<file path="src/design/tag_pkg.sv">
`timescale 1ns / 1ps

package tag_pkg;

  // screen and texture limits
  localparam int SCREEN_WIDTH    = 800;
  localparam int SCREEN_HEIGHT   = 600;
  localparam int TEXTURE_DIM_MAX = 1024;

  // fixed point constants, Q16.16
  localparam int ONE_Q16  = 65536;
  localparam int HALF_Q16 = 32768;
  localparam int NORM_DIV = 255;
  localparam int FRAC_W   = 16;

  // field and datapath widths
  localparam int COORD_W = 10;                 // screen coordinate
  localparam int TEX_W   = 10;                 // texel coordinate
  localparam int IZ_W    = 20;                 // inverse zoom, Q4.16
  localparam int CAM_W   = 32;                 // camera position, Q16.16
  localparam int SZ_W    = 11;                 // texture size register
  localparam int MODE_W  = 4;
  localparam int CFG_W   = 32;
  localparam int IDX_W   = 3;
  localparam int E_W     = 13;                 // 2*s - screen size
  localparam int PROD_W  = E_W + IZ_W + 1;     // e * inverse_zoom
  localparam int C_W     = 35;                 // camera-relative position
  localparam int Q_W     = 28;                 // quotient by 255
  localparam int R_W     = 12;                 // remainder before correction
  localparam int U_W     = Q_W;                // normalized coordinate

  // stages from input register to normalized coordinate
  localparam int NORM_STAGES = 6;

  // register indexes
  localparam logic [IDX_W-1:0] REG_INVERSE_ZOOM   = 3'd0;
  localparam logic [IDX_W-1:0] REG_CAMERA_X       = 3'd1;
  localparam logic [IDX_W-1:0] REG_CAMERA_Y       = 3'd2;
  localparam logic [IDX_W-1:0] REG_TEXTURE_WIDTH  = 3'd3;
  localparam logic [IDX_W-1:0] REG_TEXTURE_HEIGHT = 3'd4;
  localparam logic [IDX_W-1:0] REG_ADDRESS_MODE   = 3'd5;

  // address mode bits
  localparam int MODE_BORDER_Y = 0;
  localparam int MODE_BORDER_X = 1;
  localparam int MODE_EDGE_X   = 2;
  localparam int MODE_EDGE_Y   = 3;

  typedef struct packed {
    logic [COORD_W-1:0] screen_x;
    logic [COORD_W-1:0] screen_y;
  } pix_in_t;

  typedef struct packed {
    logic [COORD_W-1:0] out_screen_x;
    logic [COORD_W-1:0] out_screen_y;
    logic [TEX_W-1:0]   texel_x;
    logic [TEX_W-1:0]   texel_y;
  } pix_out_t;

  // per axis settings for the normalize pipeline
  typedef struct packed {
    logic [IZ_W-1:0]         inverse_zoom;
    logic signed [CAM_W-1:0] camera;
  } norm_cfg_t;

  // per axis settings for the texel scaler
  typedef struct packed {
    logic [SZ_W-1:0] size;
    logic            edge_mode;
  } tex_cfg_t;

endpackage

</file>
<file path="src/design/tag_norm.sv">
`timescale 1ns / 1ps

module tag_norm (
  input  logic                               clk,
  input  logic                               en,
  input  logic [tag_pkg::COORD_W-1:0]        screen,
  input  logic [tag_pkg::E_W-1:0]            screen_size,
  input  tag_pkg::norm_cfg_t                 cfg,
  output logic signed [tag_pkg::U_W-1:0]     u
);

  localparam int C_W = tag_pkg::C_W;
  localparam int Q_W = tag_pkg::Q_W;
  localparam int R_W = tag_pkg::R_W;
  localparam int U_W = tag_pkg::U_W;
  localparam int E_W = tag_pkg::E_W;

  localparam logic signed [R_W-1:0] D1 = R_W'(tag_pkg::NORM_DIV);
  localparam logic signed [R_W-1:0] D2 = R_W'(2 * tag_pkg::NORM_DIV);
  localparam logic signed [R_W-1:0] D3 = R_W'(3 * tag_pkg::NORM_DIV);
  localparam logic signed [R_W-1:0] D4 = R_W'(4 * tag_pkg::NORM_DIV);

  logic signed [E_W-1:0]              e;
  logic signed [tag_pkg::PROD_W-1:0]  prod;
  logic signed [C_W-1:0]              c3;
  logic signed [C_W-1:0]              c4;
  logic signed [Q_W-1:0]              q4;
  logic signed [Q_W-1:0]              q5;
  logic signed [R_W-1:0]              r5;

  logic [E_W-1:0]                     s2;
  logic signed [tag_pkg::PROD_W-1:0]  prod_half;
  logic signed [C_W-1:0]              c_next;
  logic signed [C_W-1:0]              q_full;
  logic signed [C_W-1:0]              q4_ext;
  logic signed [C_W-1:0]              r_full;
  logic [2:0]                         up_cnt;
  logic                               dn;

  // stage 1: centered coordinate, 2*s - size, in half pixels
  assign s2 = {{(E_W - tag_pkg::COORD_W - 1){1'b0}}, screen, 1'b0};

  always_ff @(posedge clk) begin
    if (en) begin
      e <= $signed(s2 - screen_size);
    end
  end

  // stage 2: scale by inverse zoom
  always_ff @(posedge clk) begin
    if (en) begin
      prod <= e * $signed({1'b0, cfg.inverse_zoom});
    end
  end

  // stage 3: floor halve and add camera
  assign prod_half = prod >>> 1;
  assign c_next = C_W'(prod_half) + C_W'(cfg.camera);

  always_ff @(posedge clk) begin
    if (en) begin
      c3 <= c_next;
    end
  end

  // stage 4: quotient estimate, c/255 as a sum of shifts by 256
  assign q_full = (c3 >>> 8) + (c3 >>> 16) + (c3 >>> 24) + (c3 >>> 32);

  always_ff @(posedge clk) begin
    if (en) begin
      c4 <= c3;
      q4 <= q_full[Q_W-1:0];
    end
  end

  // stage 5: remainder of the estimate, known to stay small
  assign q4_ext = C_W'(q4);
  assign r_full = c4 - (q4_ext <<< 8) + q4_ext;

  always_ff @(posedge clk) begin
    if (en) begin
      q5 <= q4;
      r5 <= r_full[R_W-1:0];
    end
  end

  // stage 6: correct the quotient and add one half
  assign up_cnt = 3'(r5 >= D1) + 3'(r5 >= D2) + 3'(r5 >= D3) + 3'(r5 >= D4);
  assign dn     = r5[R_W-1];

  always_ff @(posedge clk) begin
    if (en) begin
      u <= q5 + $signed(U_W'(up_cnt)) - $signed(U_W'(dn)) + $signed(U_W'(tag_pkg::HALF_Q16));
    end
  end

endmodule

</file>
<file path="src/design/tag_texel.sv">
`timescale 1ns / 1ps

module tag_texel (
  input  logic                            clk,
  input  logic                            en,
  input  logic signed [tag_pkg::U_W-1:0]  u,
  input  tag_pkg::tex_cfg_t               cfg,
  output logic [tag_pkg::TEX_W-1:0]       texel
);

  localparam int U_W   = tag_pkg::U_W;
  localparam int F_W   = tag_pkg::FRAC_W;
  localparam int M_W   = F_W + tag_pkg::SZ_W;

  logic                       neg;
  logic                       at_top;
  logic [M_W-1:0]             scaled;
  logic [tag_pkg::SZ_W-1:0]   last;
  logic [tag_pkg::TEX_W-1:0]  texel_next;

  // range tests: below zero, at or above one
  assign neg    = u[U_W-1];
  assign at_top = !neg && (u[U_W-2:F_W] != '0);

  // wrap by the fraction and scale by the texture size
  assign scaled = M_W'(u[F_W-1:0]) * M_W'(cfg.size);
  assign last   = cfg.size - tag_pkg::SZ_W'(1);

  always_comb begin
    texel_next = scaled[F_W+tag_pkg::TEX_W-1:F_W];
    if (cfg.edge_mode && neg) begin
      texel_next = '0;
    end else if (cfg.edge_mode && at_top) begin
      texel_next = last[tag_pkg::TEX_W-1:0];
    end
  end

  always_ff @(posedge clk) begin
    if (en) begin
      texel <= texel_next;
    end
  end

endmodule

</file>
<file path="src/design/texture_address_generator_core.sv">
`timescale 1ns / 1ps

// channel  direction  handshake             payload
// in       input      in_valid / in_ready   in_data   (screen_x, screen_y)
// out      output     out_valid / out_ready out_data  (echo, texel_x, texel_y)
// cfg      input      cfg_valid / cfg_ready cfg_index, cfg_data
//
// one item per cycle while the output is not stalled; an accepted item reaches
// out_valid through the seven stage chain: center, zoom multiply, camera add, three
// stages of divide by 255, and the texel scale multiply
// items that fall outside a bordered axis leave the pipe with no result
// rst is synchronous, clears the valid bits and the registers to defaults
// and holds in_ready and cfg_ready low
// when out_valid is held and out_ready is low the whole pipe holds its state

module texture_address_generator_core (
  input  logic                         clk,
  input  logic                         rst,
  input  logic                         in_valid,
  output logic                         in_ready,
  input  tag_pkg::pix_in_t             in_data,
  output logic                         out_valid,
  input  logic                         out_ready,
  output tag_pkg::pix_out_t            out_data,
  input  logic                         cfg_valid,
  output logic                         cfg_ready,
  input  logic [tag_pkg::IDX_W-1:0]    cfg_index,
  input  logic [tag_pkg::CFG_W-1:0]    cfg_data
);

  localparam int NS  = tag_pkg::NORM_STAGES;
  localparam int U_W = tag_pkg::U_W;
  localparam logic signed [U_W-1:0] U_ONE = U_W'(tag_pkg::ONE_Q16);

  logic [tag_pkg::IZ_W-1:0]          inverse_zoom;
  logic signed [tag_pkg::CAM_W-1:0]  camera_x;
  logic signed [tag_pkg::CAM_W-1:0]  camera_y;
  logic [tag_pkg::SZ_W-1:0]          texture_width;
  logic [tag_pkg::SZ_W-1:0]          texture_height;
  logic [tag_pkg::MODE_W-1:0]        address_mode;

  logic                              en;
  logic [NS-1:0]                     v;
  tag_pkg::pix_in_t                  echo [NS];
  tag_pkg::pix_in_t                  echo_out;
  logic                              out_valid_next;
  logic                              drop;
  logic                              oob_x;
  logic                              oob_y;
  logic signed [U_W-1:0]             u_x;
  logic signed [U_W-1:0]             u_y;
  logic [tag_pkg::TEX_W-1:0]         texel_x;
  logic [tag_pkg::TEX_W-1:0]         texel_y;
  tag_pkg::norm_cfg_t                norm_cfg_x;
  tag_pkg::norm_cfg_t                norm_cfg_y;
  tag_pkg::tex_cfg_t                 tex_cfg_x;
  tag_pkg::tex_cfg_t                 tex_cfg_y;

  // size zero acts as one, size above the limit acts as the limit
  function automatic logic [tag_pkg::SZ_W-1:0] eff_size(input logic [tag_pkg::SZ_W-1:0] sz);
    logic [tag_pkg::SZ_W-1:0] r;
    r = sz;
    if (sz == '0) begin
      r = tag_pkg::SZ_W'(1);
    end else if (sz > tag_pkg::SZ_W'(tag_pkg::TEXTURE_DIM_MAX)) begin
      r = tag_pkg::SZ_W'(tag_pkg::TEXTURE_DIM_MAX);
    end
    return r;
  endfunction

  // configuration registers
  assign cfg_ready = !rst;

  always_ff @(posedge clk) begin
    if (rst) begin
      inverse_zoom   <= tag_pkg::IZ_W'(tag_pkg::ONE_Q16);
      camera_x       <= '0;
      camera_y       <= '0;
      texture_width  <= tag_pkg::SZ_W'(256);
      texture_height <= tag_pkg::SZ_W'(256);
      address_mode   <= '0;
    end else if (cfg_valid) begin
      case (cfg_index)
        tag_pkg::REG_INVERSE_ZOOM:   inverse_zoom   <= cfg_data[tag_pkg::IZ_W-1:0];
        tag_pkg::REG_CAMERA_X:       camera_x       <= $signed(cfg_data);
        tag_pkg::REG_CAMERA_Y:       camera_y       <= $signed(cfg_data);
        tag_pkg::REG_TEXTURE_WIDTH:  texture_width  <= cfg_data[tag_pkg::SZ_W-1:0];
        tag_pkg::REG_TEXTURE_HEIGHT: texture_height <= cfg_data[tag_pkg::SZ_W-1:0];
        tag_pkg::REG_ADDRESS_MODE:   address_mode   <= cfg_data[tag_pkg::MODE_W-1:0];
        default: begin
        end
      endcase
    end
  end

  // per axis settings
  assign norm_cfg_x = '{inverse_zoom: inverse_zoom, camera: camera_x};
  assign norm_cfg_y = '{inverse_zoom: inverse_zoom, camera: camera_y};
  assign tex_cfg_x  = '{size: eff_size(texture_width),
                        edge_mode: address_mode[tag_pkg::MODE_EDGE_X]};
  assign tex_cfg_y  = '{size: eff_size(texture_height),
                        edge_mode: address_mode[tag_pkg::MODE_EDGE_Y]};

  // global advance: the pipe moves unless a result is waiting and out_ready is low
  assign en       = !out_valid || out_ready;
  assign in_ready = en && !rst;

  // valid bits and screen echo travel with the data
  always_ff @(posedge clk) begin
    if (rst) begin
      v <= '0;
    end else if (en) begin
      v <= {v[NS-2:0], in_valid};
    end
  end

  always_ff @(posedge clk) begin
    if (en) begin
      echo[0] <= in_data;
      for (int i = 1; i < NS; i++) begin
        echo[i] <= echo[i-1];
      end
      echo_out <= echo[NS-1];
    end
  end

  // normalize pipelines, one per axis
  tag_norm u_norm_x (
    .clk         (clk),
    .en          (en),
    .screen      (in_data.screen_x),
    .screen_size (tag_pkg::E_W'(tag_pkg::SCREEN_WIDTH)),
    .cfg         (norm_cfg_x),
    .u           (u_x)
  );

  tag_norm u_norm_y (
    .clk         (clk),
    .en          (en),
    .screen      (in_data.screen_y),
    .screen_size (tag_pkg::E_W'(tag_pkg::SCREEN_HEIGHT)),
    .cfg         (norm_cfg_y),
    .u           (u_y)
  );

  // border discard, tested before any clamp
  assign oob_x = (u_x < 0) || (u_x > U_ONE);
  assign oob_y = (u_y < 0) || (u_y > U_ONE);
  assign drop  = (address_mode[tag_pkg::MODE_BORDER_X] && oob_x) ||
                 (address_mode[tag_pkg::MODE_BORDER_Y] && oob_y);
  assign out_valid_next = v[NS-1] && !drop;

  always_ff @(posedge clk) begin
    if (rst) begin
      out_valid <= 1'b0;
    end else if (en) begin
      out_valid <= out_valid_next;
    end
  end

  // texel scale, registered inside
  tag_texel u_texel_x (
    .clk   (clk),
    .en    (en),
    .u     (u_x),
    .cfg   (tex_cfg_x),
    .texel (texel_x)
  );

  tag_texel u_texel_y (
    .clk   (clk),
    .en    (en),
    .u     (u_y),
    .cfg   (tex_cfg_y),
    .texel (texel_y)
  );

  assign out_data = '{out_screen_x: echo_out.screen_x,
                      out_screen_y: echo_out.screen_y,
                      texel_x: texel_x,
                      texel_y: texel_y};

  // checks
  a_accept_enters: assert property (@(posedge clk) disable iff (rst)
    (in_valid && in_ready) |=> v[0])
    else $error("accepted item did not enter the pipe");

  a_stall_holds: assert property (@(posedge clk) disable iff (rst)
    !en |=> ($stable(v) && out_valid))
    else $error("pipe moved during a stall");

  a_drop_result: assert property (@(posedge clk) disable iff (rst)
    (en && v[NS-1]) |=> (out_valid == !$past(drop)))
    else $error("border discard and result valid disagree");

endmodule

</file>
<file path="config.mk">
export PLATFORM = sky130hd
export DESIGN_NAME = texture_address_generator_core
export DESIGN_NICKNAME = d
export VERILOG_FILES = /design/src/design/tag_pkg.sv /design/src/design/tag_norm.sv /design/src/design/tag_texel.sv /design/src/design/texture_address_generator_core.sv
export SDC_FILE = /design/constraint.sdc
export NUM_CORES = 2
export LEC_CHECK = 0
export BUFFER_PORTS_ARGS = -buffer_cell sky130_fd_sc_hd__clkbuf_2
export CAP_MARGIN = 20
export CORE_UTILIZATION = 35
export CTS_CLUSTER_DIAMETER = 50
export DETAILED_ROUTE_END_ITERATION = 6
export GPL_ROUTABILITY_DRIVEN = 0
export RECOVER_POWER = 25
export SYNTH_ARGS = -nofsm -noshare
export SYNTH_HDL_FRONTEND = slang
export SYNTH_SLANG_ARGS = --single-unit
</file>
<file path="constraint.sdc">
create_clock -name clk -period 12.5 [get_ports clk]
set_input_delay 1.25 -clock clk [delete_from_list [all_inputs] [get_ports clk]]
set_output_delay 1.25 -clock clk [all_outputs]
set_load 0.01 [all_outputs]
</file>
### After elaboration in Yosys (flattened, before gate mapping)

Memories as Yosys holds them, arrays and structs flattened. A register that Yosys moved wholly into a read port is not among the register bits.
Index checks and enable logic that the tools add are counted.

* add/sub/neg operators: 28
* multiply operators: 4
* divide/modulo/power cells: 0
* magnitude comparators: 14
* equality and inequality tests: 5
* shift-type cells: 0
* multiplexer cells: 8
* bitwise gates (word level): 0
* reductions and logical operators: 30

Operator list (number)
* 33-bit by 32-bit adder with 34-bit output: 2
* 12-bit by 21-bit multiplier with 33-bit output: 2
* 27-bit by 10-bit adder with 28-bit output: 2
* 28-bit by 17-bit adder with 28-bit output (second input constant): 2
* 28-bit by 2-bit adder with 28-bit output: 2
* 28-bit by 4-bit adder with 28-bit output: 2
* 28-bit by 18-bit > comparator with 1-bit output (second input constant): 2
* 28-bit by 1-bit < comparator with 1-bit output (second input constant): 2
* 28-bit by 2-bit subtractor with 28-bit output: 2
* 26-bit by 18-bit adder with 27-bit output: 2
* 16-bit by 11-bit multiplier with 26-bit output: 2
* 12-bit by 11-bit greater-or-equal comparator with 1-bit output (second input constant): 4
* 11-bit two-way mux: 4
* 12-bit adder: 2
* 12-bit by 10-bit greater-or-equal comparator with 1-bit output (second input constant): 2
* 12-bit by 9-bit greater-or-equal comparator with 1-bit output (second input constant): 2
* 11-bit by 10-bit subtractor with 12-bit output (second input constant): 2
* 12-bit subtractor: 2
* 11-bit > comparator (second input constant): 2
* 11-bit logical NOT: 2
* 11-bit nonzero test: 2
* 10-bit two-way mux: 2
* 10-bit by 1-bit subtractor with 10-bit output (second input constant): 2
* 3-bit by 1-bit adder with 3-bit output: 4
* 10 further kinds: 35

* register bits after elaboration: 513
* latch bits: 0
* bits in writable memories: 120
* ROM bits: 0
* logic and storage cells: 116
* memories: 1

Memory list
* echo: depth 6, bits a word 20, read ports 6, clocked after memory_dff 1, write ports 6, line texture_address_generator_core.sv:44 `tag_pkg::pix_in_t echo [NS];`

### Depth between registers and ports, before layout

* depth in word-level cells: 7
* mapped depth: 27
* depth with buffers taken out: 26

### Modules after synthesis

From an unflattened synthesis, not the netlist that was laid out.

* cells, all modules: 6260
* area total of the unflattened synthesis: 62716.4 um2

By module, submodules not included
* tag_norm at u_norm_x: instances 1, cells an instance 2119, area an instance 21202.8 um2
* tag_norm at u_norm_y: instances 1, cells an instance 1994, area an instance 20547.2 um2
* texture_address_generator_core: instances 1, cells an instance 717, area an instance 8668.3 um2
* tag_texel at u_texel_y: instances 1, cells an instance 727, area an instance 6198.4 um2
* tag_texel at u_texel_x: instances 1, cells an instance 703, area an instance 6099.6 um2

### Worst setup path before layout

No wires, ideal clock.

* kind: input -> register
* start: input port out_ready
* end: memory echo[0][14] in the netlist's numbering (enable)
* arrival time: 11592 ps
* required time: 11629 ps
* setup slack: 37 ps
* stages on the path: 3
* path buffers: 1
* cell sequence: nor2b_1 clkbuf_1 inv_1

RTL lines
* from (decl): line texture_address_generator_core.sv:23 `input logic out_ready,`
* to (decl): line texture_address_generator_core.sv:44

### Worst setup path in the final report

* start: register texture_width[6] in the netlist's numbering
* end: register u_texel_x.texel[9] in the netlist's numbering (data pin)

* cells in the longest elaborated chain, start to end: 5
* elaborated cells on any way between the ends: 7
* classes of those cells: 1 x add/sub; 1 x mul; 1 x order compare; 3 x mux; 1 x reduce/logical

RTL lines
* from (decl): line texture_address_generator_core.sv:38 `logic [tag_pkg::SZ_W-1:0] texture_width;`
* from (signal assigned): line texture_address_generator_core.sv:79 `texture_width <= tag_pkg::SZ_W'(256);`
* from (signal assigned): line texture_address_generator_core.sv:87 `tag_pkg::REG_TEXTURE_WIDTH: texture_width <= cfg_data[tag_pkg::SZ_W-1:0];`
* 11-bit > comparator: line texture_address_generator_core.sv:65 `end else if (sz > tag_pkg::SZ_W'(tag_pkg::TEXTURE_DIM_MAX)) begin`
* 11-bit two-way mux: line texture_address_generator_core.sv:65
* 11-bit two-way mux *: line texture_address_generator_core.sv:63 `if (sz == '0) begin`
* 16-bit by 11-bit multiplier with 26-bit output / 10-bit by 1-bit subtractor with 10-bit output (equally long branches): line tag_texel.sv:26, tag_texel.sv:27
* 10-bit two-way mux *: line tag_texel.sv:33 `end else if (cfg.edge_mode && at_top) begin`
* to (signal assigned): line tag_texel.sv:40 `texel <= texel_next;`
* to (decl): line tag_texel.sv:8 `output logic [tag_pkg::TEX_W-1:0] texel`

Mark *: on every way between the ends. The rest lies on a longest branch, timed or not.
A chain may end at the register's enable or synchronous reset.

==> results.cfg <==
[synthesis]
async_flop_share = 0
synth-edff-count = 524
ys_types = 78
synth-seq-cells = 641
ys_seq_area_frac = 0.316
syn_nets = 6889
syn_area_per_cell_um2 = 10.2
synth.cell_area_um2 = 57200
syn_inst = 5595
synth_ff_type = edfxtp_1
yosysWarnings = 0

[detailed_routing]
wl_per_cell_um = 15.8
num_vias = 38200
firstDrtPassIters = 6
drt_iter0_drc = 2138
ant_nets = 0
drc = 0
vias_per_cell = 4.84
drt-total-wl_um = 125000

[floorplan]
io_pins = 103
start_util = 0.352
die_y_um = 406
placeableCoreArea_um2 = 163000
die_area_um2 = 165000
rows = 148
die_w_um = 406

[setup_path]
end_kind = flop
critPathBufInv = 3
cp_slowest_stage_delay_ns = 0.87
crit_top_cell = fa_1
cp.arrival_ns = 8.52
r2r_slack_ns = 4.49
cp_max_fo = 16
required_ns = 13.02
cp_slowest_cell = o21ai_0
crit_type = flop to flop
crit_chain = nor4_1 > nand3_1 > o21ai_0 > and2_1 > nand2_1 > fa_1 > inv_1 > fa_1 > fa_1 > fa_1 > inv_1 > fa_1 > inv_1 > ha_1 > a21o_1 > a221o_1 > a211oi_2 > nor2_1 > o41ai_4 > a211oi_2 > o21a_1 > nor2_2 > xnor2_1 > a221oi_2
crit_family = adder cells
worst_setup_path_start_kind = flop

[global_route]
antenna_found_initial = 0
overflow = 0
first_global_vias = 39300
grt_pass1_wl_um = 205000
grt_max_degree = 153
grt_usage = 0.155

[timing]
final_hold_viol_count = 0
setup_tns_ns = 0
finalCritPeriodShare = 0.640
slew_viol_final = 88
relSlewSlack = -1.94
rsz0062_at_grt = no
worst_pin_slew_ns = 4.41
fmax_mhz = 125
fin_skew_ns = 0.0273
post-route-min-period_ns = 8.01
setup_viol = 0

[final_layout]
nets = 6937
seq_area_um2 = 18100
multiInputGateArea_um2 = 35200
layout_commonest_cell = inv_1
layout-area-overhead-vs-synth_pct = 10.6
final_cell_mix = 869 x inv_1, 728 x nand2_1, 634 x fa_1
final_layout_size_suffix_gt1_frac = 0.0575
final_util = 0.389
n_fill_cell = 16000

[power]
power_mw = 12.5
powerDensity_nw_per_um2 = 198
vdd_drop_max_mv = 0.184
leakagePower_nw = 28.7

[clocking]
cts-root-buf = clkbuf_16
postCtsHoldBufs = 0
ctsResizeCount = 0
clkLatencyLatePin_ns = 0.70
htreeDepth = 3
post_cts_buffers = 0
cts_sinks = 641
clk_pin_slew_ns = 0.06
cts_tree = yes
cts_made_buffers = 92
cts_buffer_depth = 3

[place]
dp_hpwl_um = 95900
port_buffers = 102

[run_status]
status = finished with violations
failed_checks = capacitance limit, slew limit

[worst_hold_path]
holdCritPathClass = flop to flop

[flow_run]
maxCapViolCount = 1
==> synthesized netlist by cell type, drive strengths merged (117+ instances only) <==
library cell | n | area share
a21oi | 308 | 0.027
and2 | 358 | 0.039
clkbuf | 187 | 0.012
dfxtp | 117 | 0.041
edfxtp | 524 | 0.28
fa | 634 | 0.22
ha | 600 | 0.13
inv | 870 | 0.057
nand2 | 728 | 0.048
nor2 | 183 | 0.012
o21ai | 137 | 0.012
xnor2 | 189 | 0.029
==> worst paths after layout <==
check                         from            endpoint  depth (start not counted)
setup / recovery  texture_width[6]  u_texel_x.texel[9]                         24
hold / removal          echo[4][6]          echo[5][6]                          0
setup reg to reg  texture_width[6]  u_texel_x.texel[9]                         24
hold reg to reg         echo[4][6]          echo[5][6]                          0
==> state kept, by name, indices dropped and copies added (netlist names), 20 cells and up <==
signal / cells
echo: 114
u_norm_x.c3: 34
u_norm_y.c3: 34
camera_x: 32
camera_y: 32
u_norm_x.prod: 32
u_norm_y.prod: 32
u_norm_x.q4: 28
u_norm_x.q5: 28
u_norm_x.u: 28
u_norm_y.q4: 28
u_norm_y.q5: 28
u_norm_y.u: 28
inverse_zoom: 20
out_data: 20
==> worst register-to-register path, stage by stage, from the launching register on <==
cell	delay (ns)
dfxtp_1	0.38
nor4_1	0.28
nand3_1	0.15
o21ai_0	0.87
and2_1	0.62
nand2_1	0.19
fa_1	0.58
inv_1	0.06
fa_1	0.46
fa_1	0.52
fa_1	0.54
inv_1	0.05
fa_1	0.53
inv_1	0.04
ha_1	0.32
a21o_1	0.19
a221o_1	0.35
a211oi_2	0.27
nor2_1	0.12
o41ai_4	0.52
a211oi_2	0.15
o21a_1	0.21
nor2_2	0.09
xnor2_1	0.08
a221oi_2	0.26
==> stage by stage <==
step                      worst slack [ns]  cell area, µm²  cells  hold slack (ns)
final                                 4.49           63300   7896            0.409
after global routing                  4.00           63300   7895            0.415
after CTS                             4.51           63200   7891            0.411
after detailed placement              4.51           60100   7720            0.405
after global placement                4.79           60100   7720            0.401
after floorplan                     0.0368           57200   5595            0.400
==> per-layer routing <==
metal / track usage / share of wire
met5: 0 / 0
met4: 0.0426 / 0.026
met3: 0.0320 / 0.060
met2: 0.245 / 0.44
met1: 0.214 / 0.47
==> logic make-up (layout without fill, tap and decap cells) <==
group                    after synthesis  after routing  share of synthesized area
AO/OA/AOI/OAI                        774            774                     0.0850
XOR/XNOR                             253            253                     0.0387
adder cells (fa/ha/maj)             1234           1234                      0.353
buffers and inverters               1063           1188                     0.0698
flip-flops                           641            641                      0.316
multiplexers                           5              5                   0.000875
other                                  0              1                          0
AND/OR/NAND/NOR                     1625           1625                      0.137
==> final cells by class <==
class,count,share of cell area
multi-input combinational,3891,0.555
sequential,641,0.286
inverter,870,0.0517
tap,2175,0.0430
clock buffer,106,0.0384
timing repair buffer,147,0.0139
clock inverter,65,0.0120
antenna,1,0.0000395
==> power by group <==
part           switching, mW  total (mW)  internal [mW]
logic                   3.33        6.01           2.68
clock network           1.06        2.65           1.59
registers              0.580        3.87           3.29
total                   4.97        12.5           7.56
No activity file was read; power rests on OpenSTA's default activity.
